File: src/hdl/sirt_pkg.sv
// sirt_pkg: widths, character codes, register indexes and the reciprocal table
// for the signed integer to radix text block
// no dependencies
package sirt_pkg;

    localparam int VALUE_BITS  = 32;
    localparam int MAX_RADIX   = 16;
    localparam int SYM_W       = 8;
    localparam int DIGIT_W     = 4;
    localparam int RADIX_W     = 5;
    localparam int CFG_W       = 64;
    localparam int CFG_IDX_W   = 2;
    localparam int STACK_AW    = $clog2(VALUE_BITS);
    localparam int CNT_W       = $clog2(VALUE_BITS + 1);
    localparam int REM_W       = RADIX_W + 1;

    // quotient by reciprocal: q ~ (m * floor(2^S / r)) >> S, off by at most one
    localparam int RECIP_SHIFT = VALUE_BITS + 4;
    localparam int RECIP_W     = RECIP_SHIFT;
    localparam int LO_W        = RECIP_W / 2;
    localparam int HI_W        = RECIP_W - LO_W;
    localparam int ACC_W       = VALUE_BITS + RECIP_W;

    localparam logic [RECIP_SHIFT:0] RECIP_ONE = (RECIP_SHIFT + 1)'(1) << RECIP_SHIFT;

    localparam logic [SYM_W-1:0] CHAR_PLUS  = 8'h2B;
    localparam logic [SYM_W-1:0] CHAR_MINUS = 8'h2D;
    localparam logic [SYM_W-1:0] CHAR_NUL   = 8'h00;

    localparam logic [CFG_IDX_W-1:0] REG_RADIX        = 2'd0;
    localparam logic [CFG_IDX_W-1:0] REG_SYMBOLS_LOW  = 2'd1;
    localparam logic [CFG_IDX_W-1:0] REG_SYMBOLS_HIGH = 2'd2;

    typedef logic [VALUE_BITS-1:0] mag_t;

    function automatic logic [RECIP_W-1:0] recip_of(input logic [RADIX_W-1:0] r);
        logic [RECIP_W-1:0] res;
        case (r)
            RADIX_W'(2):  res = RECIP_W'(RECIP_ONE / 2);
            RADIX_W'(3):  res = RECIP_W'(RECIP_ONE / 3);
            RADIX_W'(4):  res = RECIP_W'(RECIP_ONE / 4);
            RADIX_W'(5):  res = RECIP_W'(RECIP_ONE / 5);
            RADIX_W'(6):  res = RECIP_W'(RECIP_ONE / 6);
            RADIX_W'(7):  res = RECIP_W'(RECIP_ONE / 7);
            RADIX_W'(8):  res = RECIP_W'(RECIP_ONE / 8);
            RADIX_W'(9):  res = RECIP_W'(RECIP_ONE / 9);
            RADIX_W'(10): res = RECIP_W'(RECIP_ONE / 10);
            RADIX_W'(11): res = RECIP_W'(RECIP_ONE / 11);
            RADIX_W'(12): res = RECIP_W'(RECIP_ONE / 12);
            RADIX_W'(13): res = RECIP_W'(RECIP_ONE / 13);
            RADIX_W'(14): res = RECIP_W'(RECIP_ONE / 14);
            RADIX_W'(15): res = RECIP_W'(RECIP_ONE / 15);
            RADIX_W'(16): res = RECIP_W'(RECIP_ONE / 16);
            default:      res = '0;
        endcase
        return res;
    endfunction

endpackage

File: src/hdl/signed_integer_to_radix_text_top.sv
// signed_integer_to_radix_text_top: converts a signed number into text beats
// in a configured radix with a configured symbol table
// depends on sirt_pkg
//
// One value is taken at a time. Its magnitude is divided by the radix once per
// digit, each division made of two half-width reciprocal multiplies and a
// correction step, and the digits go into a 32-entry stack memory. The text
// then leaves most significant digit first, led by '-' for a negative value,
// each beat read from the stack and then offered, held while the output is
// stalled; last marks the final beat. With an invalid base (radix below two,
// or a used symbol that is '+', '-', zero or repeated) the value is taken and
// produces no beats. A radix above 16 acts as 16. Registers are to be written
// only while idle, by the user; the block itself does not enforce this.
module signed_integer_to_radix_text_top
    import sirt_pkg::*;
(
    input  logic                 clk,
    input  logic                 rst_n,
    input  logic                 cfg_we,
    input  logic [CFG_IDX_W-1:0] cfg_index,
    input  logic [CFG_W-1:0]     cfg_data,
    input  logic                 in_valid,
    output logic                 in_ready,
    input  logic signed [VALUE_BITS-1:0] value,
    output logic                 out_valid,
    input  logic                 out_ready,
    output logic [SYM_W-1:0]     symbol,
    output logic                 last
);

    localparam logic [2:0] ST_IDLE   = 3'd0;
    localparam logic [2:0] ST_CHECK  = 3'd1;
    localparam logic [2:0] ST_MUL_LO = 3'd2;
    localparam logic [2:0] ST_MUL_HI = 3'd3;
    localparam logic [2:0] ST_FIX    = 3'd4;
    localparam logic [2:0] ST_SIGN   = 3'd5;
    localparam logic [2:0] ST_READ   = 3'd6;
    localparam logic [2:0] ST_EMIT   = 3'd7;

    logic [RADIX_W-1:0]       radix_reg;
    logic [CFG_W-1:0]         symbols_low_reg;
    logic [CFG_W-1:0]         symbols_high_reg;

    logic                     base_ok_reg, base_ok_next;
    logic [RADIX_W-1:0]       r_reg, r_next;
    logic [RECIP_W-1:0]       recip_reg;

    logic [2:0]               state_reg, state_next;
    mag_t                     mag_reg, mag_next;
    logic                     neg_reg, neg_next;
    logic [CNT_W-1:0]         count_reg, count_next;
    logic [VALUE_BITS+LO_W-1:0] prod_lo_reg;
    logic [ACC_W-1:0]         acc_reg;

    logic [DIGIT_W-1:0]       stack_mem [VALUE_BITS];
    logic [DIGIT_W-1:0]       rd_data_reg;

    logic                     out_valid_reg, out_valid_next;
    logic [SYM_W-1:0]         symbol_reg, symbol_next;
    logic                     last_reg, last_next;

    logic [2*CFG_W-1:0]       sym_vec;
    logic                     in_beat;
    logic                     out_free;

    logic [VALUE_BITS+LO_W-1:0] lo_prod;
    logic [VALUE_BITS+HI_W-1:0] hi_prod;
    mag_t                     q0;
    mag_t                     q_fix;
    logic [2*REM_W-1:0]       qr_lo;
    logic [REM_W-1:0]         rem0;
    logic                     adj;
    logic [DIGIT_W-1:0]       digit;
    logic                     push;

    assign sym_vec  = {symbols_high_reg, symbols_low_reg};
    assign in_ready = (state_reg == ST_IDLE);
    assign in_beat  = in_valid && in_ready;
    assign out_free = !out_valid_reg || out_ready;

    assign out_valid = out_valid_reg;
    assign symbol    = symbol_reg;
    assign last      = last_reg;

    // configuration registers
    always_ff @(posedge clk or negedge rst_n)
    begin
        if (!rst_n)
        begin
            radix_reg        <= '0;
            symbols_low_reg  <= '0;
            symbols_high_reg <= '0;
        end
        else if (cfg_we)
        begin
            case (cfg_index)
                REG_RADIX:        radix_reg        <= cfg_data[RADIX_W-1:0];
                REG_SYMBOLS_LOW:  symbols_low_reg  <= cfg_data;
                REG_SYMBOLS_HIGH: symbols_high_reg <= cfg_data;
                default:          ;
            endcase
        end
    end

    // base check: radix at least two, no used symbol '+', '-' or zero, and every pair of used symbols distinct
    always_comb
    begin
        logic [SYM_W-1:0] si;
        r_next = (radix_reg > RADIX_W'(MAX_RADIX)) ? RADIX_W'(MAX_RADIX) : radix_reg;
        base_ok_next = (r_next >= RADIX_W'(2));
        for (int i = 0; i < MAX_RADIX; i++)
        begin
            si = sym_vec[i*SYM_W +: SYM_W];
            if (RADIX_W'(i) < r_next)
            begin
                if (si == CHAR_PLUS || si == CHAR_MINUS || si == CHAR_NUL)
                    base_ok_next = 1'b0;
                for (int j = i + 1; j < MAX_RADIX; j++)
                begin
                    if (RADIX_W'(j) < r_next && sym_vec[j*SYM_W +: SYM_W] == si)
                        base_ok_next = 1'b0;
                end
            end
        end
    end

    always_ff @(posedge clk or negedge rst_n)
    begin
        if (!rst_n)
        begin
            base_ok_reg <= 1'b0;
            r_reg       <= '0;
            recip_reg   <= '0;
        end
        else
        begin
            base_ok_reg <= base_ok_next;
            r_reg       <= r_next;
            recip_reg   <= recip_of(r_next);
        end
    end

    // digit arithmetic
    always_comb
    begin
        lo_prod = {LO_W'(0), mag_reg} * {VALUE_BITS'(0), recip_reg[LO_W-1:0]};
        hi_prod = {HI_W'(0), mag_reg} * {VALUE_BITS'(0), recip_reg[RECIP_W-1:LO_W]};
        q0      = acc_reg[ACC_W-1 -: VALUE_BITS];
        // true remainder is below twice the radix, so the low bits suffice
        qr_lo   = {REM_W'(0), q0[REM_W-1:0]} * {{(REM_W+1){1'b0}}, r_reg};
        rem0    = mag_reg[REM_W-1:0] - qr_lo[REM_W-1:0];
        adj     = (rem0 >= {1'b0, r_reg});
        digit   = adj ? DIGIT_W'(rem0 - {1'b0, r_reg}) : rem0[DIGIT_W-1:0];
        q_fix   = q0 + VALUE_BITS'(adj);
        push    = (state_reg == ST_FIX) && (count_reg < CNT_W'(VALUE_BITS));
    end

    // digit stack: all pushes of an item finish before its first pop
    always_ff @(posedge clk)
    begin
        if (push)
            stack_mem[count_reg[STACK_AW-1:0]] <= digit;
        if (state_reg == ST_READ)
            rd_data_reg <= stack_mem[count_reg[STACK_AW-1:0] - STACK_AW'(1)];
    end

    always_ff @(posedge clk)
    begin
        if (state_reg == ST_MUL_LO)
            prod_lo_reg <= lo_prod;
        if (state_reg == ST_MUL_HI)
            acc_reg <= ACC_W'(prod_lo_reg) + {hi_prod, LO_W'(0)};
    end

    always_comb
    begin
        state_next     = state_reg;
        mag_next       = mag_reg;
        neg_next       = neg_reg;
        count_next     = count_reg;
        out_valid_next = out_valid_reg && !out_ready;
        symbol_next    = symbol_reg;
        last_next      = last_reg;
        case (state_reg)
            ST_IDLE:
            begin
                if (in_beat)
                begin
                    neg_next   = value[VALUE_BITS-1];
                    mag_next   = value[VALUE_BITS-1] ? mag_t'(-value) : mag_t'(value);
                    count_next = '0;
                    state_next = ST_CHECK;
                end
            end
            ST_CHECK:
                state_next = base_ok_reg ? ST_MUL_LO : ST_IDLE;
            ST_MUL_LO:
                state_next = ST_MUL_HI;
            ST_MUL_HI:
                state_next = ST_FIX;
            ST_FIX:
            begin
                mag_next = q_fix;
                if (push)
                    count_next = count_reg + CNT_W'(1);
                if (q_fix == '0)
                    state_next = neg_reg ? ST_SIGN : ST_READ;
                else
                    state_next = ST_MUL_LO;
            end
            ST_SIGN:
            begin
                if (out_free)
                begin
                    out_valid_next = 1'b1;
                    symbol_next    = CHAR_MINUS;
                    last_next      = 1'b0;
                    state_next     = ST_READ;
                end
            end
            ST_READ:
            begin
                count_next = count_reg - CNT_W'(1);
                state_next = ST_EMIT;
            end
            ST_EMIT:
            begin
                if (out_free)
                begin
                    out_valid_next = 1'b1;
                    symbol_next    = sym_vec[{rd_data_reg, 3'b000} +: SYM_W];
                    last_next      = (count_reg == '0);
                    state_next     = (count_reg == '0) ? ST_IDLE : ST_READ;
                end
            end
            default:
                state_next = ST_IDLE;
        endcase
    end

    always_ff @(posedge clk or negedge rst_n)
    begin
        if (!rst_n)
        begin
            state_reg     <= ST_IDLE;
            mag_reg       <= '0;
            neg_reg       <= 1'b0;
            count_reg     <= '0;
            out_valid_reg <= 1'b0;
        end
        else
        begin
            state_reg     <= state_next;
            mag_reg       <= mag_next;
            neg_reg       <= neg_next;
            count_reg     <= count_next;
            out_valid_reg <= out_valid_next;
        end
    end

    always_ff @(posedge clk)
    begin
        symbol_reg <= symbol_next;
        last_reg   <= last_next;
    end

endmodule

File: config.mk
export PLATFORM = sky130hd
export DESIGN_NAME = signed_integer_to_radix_text_top
export DESIGN_NICKNAME = d
export VERILOG_FILES = /design/src/hdl/sirt_pkg.sv /design/src/hdl/signed_integer_to_radix_text_top.sv
export SDC_FILE = /design/constraint.sdc
export NUM_CORES = 2
export LEC_CHECK = 0
export ABC_AREA = 1
export CORE_AREA = 8 8 294 510
export CTS_CLUSTER_SIZE = 16
export DETAILED_ROUTE_END_ITERATION = 16
export DIE_AREA = 0 0 302 518
export DONT_BUFFER_PORTS = 1
export HOLD_SLACK_MARGIN = 0.02
export MAX_ROUTING_LAYER = met4
export PLACE_DENSITY = 0.74
export RECOVER_POWER = 100
export REMOVE_ABC_BUFFERS = 1
export SYNTH_ARGS = -nofsm -noshare
export SYNTH_HDL_FRONTEND = slang
export SYNTH_SLANG_ARGS = --single-unit
File: constraint.sdc
create_clock -name clk -period 9.9 [get_ports clk]
set_clock_uncertainty 0.05 [all_clocks]
set_input_delay 1.98 -clock clk [delete_from_list [all_inputs] [get_ports clk]]
set_output_delay 1.98 -clock clk [all_outputs]
set_load 0.05 [all_outputs]
==> qor.yml, run 1 <==
grt:
  grt_pass1_wl_mm: 683
  grt_pass1_vias: 81700
  grt_use_total_pct: 63.3
  grt.overflow.total: 562
  grt_max_degree: 205
run_status:
  status: "did not finish"
  error: "[ERROR GRT-0116] Global routing finished with congestion. Check the congestion regions in the DRC Viewer."
  stop_stage: "global routing"
cts:
  clockBufferDepth: 3
  clockRootBuffer: "clkbuf_16"
  cts_inserted_buffers: 44
  postCtsHoldBufs: 0
  post_cts_buffers: 0
  htreeDepth: 2
  cts_num_sinks: 409
  cts_resized: 0
floorplanning:
  fp-row-count: 184
  die_h_um: 518
  io_pins: 114
  dieWidth_um: 302
  initial_utilization_pct: 49.6
yosys:
  yosys_warnings: 0
  synth_edf_count: 205
  syn_avg_cell_area_sq_um: 7.36
  synthTopCellsByCount: "nand2_1 (2365), inv_1 (2048), fa_1 (967)"
  yosysUniqueCellTypes: 58
  postSynthCellCount: 9649
  synth_top_cell_area_share_pct: 27.3
  async_flop_share_pct: 49.9
  synth-seq-cells: 409
  yosysMostFrequentCell: "nand2_1"
  synth_area_leaders: "fa_1 (27%), nand2_1 (13%), inv_1 (11%), edfxtp_1 (8.7%), dfrtp_1 (7.2%)"
  yosysTopAreaCell: "fa_1"
  syn_area_sq_um: 71000
  ys_seq_area_share_pct: 15.9
  ys.flop_type: "edfxtp_1"
placement:
  place_congestion: 1.23
  dp_hpwl_mm: 327
  placement.io_buffers: 0
  place_area_sq_um: 73400
==> stage by stage <==
stage                     utilization, %  std cells  worst slack, ns  hold slack (ns)
after floorplan                        -       9124             2.77            0.403
after global placement              51.3      11300             1.35            0.419
after detailed placement            51.3      11300             1.42            0.427
after CTS                           52.4      11300             1.37            0.443
==> cells by family after synthesis <==
| kind of cell | Yosys count | synth area share [%] |
|---|---|---|
| xor+xnor | 586 | 7.23 |
| fa+ha+maj | 1271 | 32.6 |
| simple gates | 3730 | 21.9 |
| buf+inv | 2627 | 14.2 |
| mux | 13 | 0.183 |
| flops | 409 | 15.9 |
| compound gates | 1013 | 8.04 |
==> metal layers <==
layer	global-route usage, %	overflow
met5	-	-
met3	34.1	8
met1	59.5	2
met4	70.2	217
met2	85.8	335
==> inputs of run 2 (changes only) <==
- CORE_AREA: 8 8 294 510 -> 8 8 460 462
- CTS_CLUSTER_SIZE: 16 -> unset
- DIE_AREA: 0 0 302 518 -> 0 0 468 470
- HOLD_SLACK_MARGIN: 0.02 -> unset
- MAX_ROUTING_LAYER: met4 -> unset
- PLACE_DENSITY: 0.74 -> unset
- PLACE_DENSITY_LB_ADDON: unset -> 0.15
==> run 2 against run 1 <==
  * Synthesized cell count stayed put
  * Area after synthesis did not move
  * The flow now finishes, with violations (max-capacitance violations, max-slew violations)
==> qor.yml, run 2 <==
run_status:
  status: "finished, violations left"  # was did not finish
  violations: "max-capacitance violations, max-slew violations"
yosys:
  syn_area_sq_um: 71000  # unchanged
  yosysMostFrequentCell: "nand2_1"  # unchanged
  synth_area_leaders: "fa_1 (27%), nand2_1 (13%), inv_1 (11%), edfxtp_1 (8.7%), dfrtp_1 (7.2%)"  # unchanged
  ys_seq_area_share_pct: 15.9  # unchanged
  synth-seq-cells: 409  # unchanged
  synthTopCellsByCount: "nand2_1 (2365), inv_1 (2048), fa_1 (967)"  # unchanged
  postSynthCellCount: 9649  # unchanged
  synth_top_cell_area_share_pct: 27.3  # unchanged
  synth_edf_count: 205  # unchanged
  ys.flop_type: "edfxtp_1"  # unchanged
  yosysUniqueCellTypes: 58  # unchanged
  syn_avg_cell_area_sq_um: 7.36  # unchanged
  yosysTopAreaCell: "fa_1"  # unchanged
  yosys_warnings: 0  # unchanged
  async_flop_share_pct: 49.9  # unchanged
setup_path:
  max_stage_delay_ns: 1.28
  critPathKind: "flip-flop to flip-flop"
  setup.worst_path.start_class: "flip-flop"
  critical_path_arrival_ns: 9.34
  worstPathMaxFanout: 32
  required_ns: 10.30
  crit_slowest_cell: "dfrtp_1"
  cpMostUsedCell: "nand2_1"
  cp-end-kind: "flip-flop"
cts:
  postCtsHoldBufs: 0  # unchanged
  clock_latency_ns: 0.71
  post_cts_buffers: 0  # unchanged
  cts_inserted_buffers: 53  # was 44
  cts.clk_slew.worst_paths_ns: 0.06
  clockBufferDepth: 3  # unchanged
  cts_num_sinks: 409  # unchanged
  cts_resized: 0  # unchanged
  clockRootBuffer: "clkbuf_16"  # unchanged
  htreeDepth: 2  # unchanged
  cts_tree: "built"
placement:
  placement.io_buffers: 0  # unchanged
  place_congestion: 1.05  # was 1.23
  dp_hpwl_mm: 277  # was 327 mm
  place_inst: 12000  # was 11300
  place_area_sq_um: 73900  # was 73400 sq um
  preCtsSetupSlack_ns: 1.23  # was 1.42 ns
cells_and_area:
  fin_nets: 10800
  stdcell_area_sq_um: 75600
  final_common_cell: "nand2_1"
  layout_common_cells: "nand2_1 (2371), inv_1 (2050), fa_1 (967)"
  final_cells: 12200
  syn_to_final_growth_pct: 6.47
  largest_reg_flops: 128
  drive_above_1_share_pct: 3.75
route:
  postRouteAntennaNets: 0
  wirelength_mm: 358
  wl_per_cell_um: 29.5
  drt_iter0_drc: 8236
  drcViolationCount: 0
  vias: 67100
  vias_per_cell: 5.52
  first_pass_iters: 7
run:
  max-cap-violations: 16
timing:
  max_slew_margin_pct: -125
  worst_pin_slew_ns: 3.37
  finalHoldViolCount: 0
  slew_violations: 681
  period_minus_slack_ns: 8.94
  tns_ns: 0
  rsz0062_at_grt: "false"
  worst_slack_ns: 0.960
  finalCritPeriodShare_pct: 90.3
  setup_violations: 0
  fmax_ghz: 0.112
floorplanning:
  core_sq_um: 204000
  fp-row-count: 166  # was 184
  dieWidth_um: 468  # was 302 um
  io_pins: 114  # unchanged
  die_h_um: 470  # was 518 um
  die_area_sq_um: 220000
  initial_utilization_pct: 34.8  # was 49.6%
grt:
  grt_pass1_vias: 67200
  grt_max_degree: 205
  antenna_found_initial: 21
  grt_use_total_pct: 31.6
  grt_pass1_wl_mm: 500
  grt.overflow.total: 0
worst_hold_path:
  hold_path.class: "flip-flop to flip-flop"
-- run 2: cell counts after synthesis --
Identical to the previous run, type by type.
-- run 2: layer usage --
metal	track usage, %	share of wire, %	wire length [um]	up-vias
met3	6.38	8.4	30000	1302
li1	-	-	-	28900
met4	25.2	10	37500	10
met2	50.1	45	159000	3981
met5	0.0439	0.020	73	-
met1	37.3	37	131000	32800
-- run 2: logic make-up (layout without fill, tap and decap cells) --
kind of cell | Yosys count | count (layout) | share of synthesized area, %
simple gates | 3730 | 3730 | 21.9
buf+inv | 2627 | 2426 | 14.2
fa+ha+maj | 1271 | 1271 | 32.6
compound gates | 1013 | 1013 | 8.04
xor+xnor | 586 | 586 | 7.23
flops | 409 | 409 | 15.9
mux | 13 | 13 | 0.183
other cells | 0 | 20 | 0
-- run 2: area by class of cell --
type,instances,area (sq um)
multi-input combinational,6613,49600
clock inverter,36,397
timing repair buffer,224,1630
fill,21700,128000
inverter,2102,7890
tap,2688,3360
antenna,20,50.0
clock buffer,64,1390
sequential,409,11300
-- run 2: worst paths after layout --
kind / slack (ns) / depth (start not counted) / endpoint / startpoint
max: 0.96 / 31 / acc_reg[67]$_DFFE_PN_ / recip_reg[27]$_DFF_PN0_
min: 0.44 / 2 / symbols_low_reg[18]$_DFFE_PN0P_ / symbols_low_reg[18]$_DFFE_PN0P_
max reg2reg: 0.96 / 31 / acc_reg[67]$_DFFE_PN_ / recip_reg[27]$_DFF_PN0_
min reg2reg: 0.44 / 2 / symbols_low_reg[18]$_DFFE_PN0P_ / symbols_low_reg[18]$_DFFE_PN0P_
max in group asynchronous: 8.46 / 0 / mag_reg[10]$_DFFE_PN0P_ / rst_n
min in group asynchronous: 0.91 / 0 / symbols_low_reg[33]$_DFFE_PN0P_ / rst_n
-- run 2: per-stage QoR --
step           utilization, %  hold WS (ns)
3_3_place_gp             36.2         0.422
4_1_cts                  37.1         0.438
3_5_place_dp             36.2         0.425
5_1_grt                  37.0         0.486
6_report                 37.0         0.438
2_1_floorplan               -         0.403
-- run 2: worst max-delay path, delay by kind of cell, from the launching register on --
kind                     cells  cell delay (ns)
AO/OA/AOI/OAI                2             0.33
XOR/XNOR                     1             0.18
adder cells (fa/ha/maj)      8             3.87
buffers and inverters        3             0.27
flip-flops                   1             1.28
AND/OR/NAND/NOR             17             2.70
Power of run 2 is not shown: default switching activity piles up to over one toggle a cycle in this logic, so the estimate is an artifact.
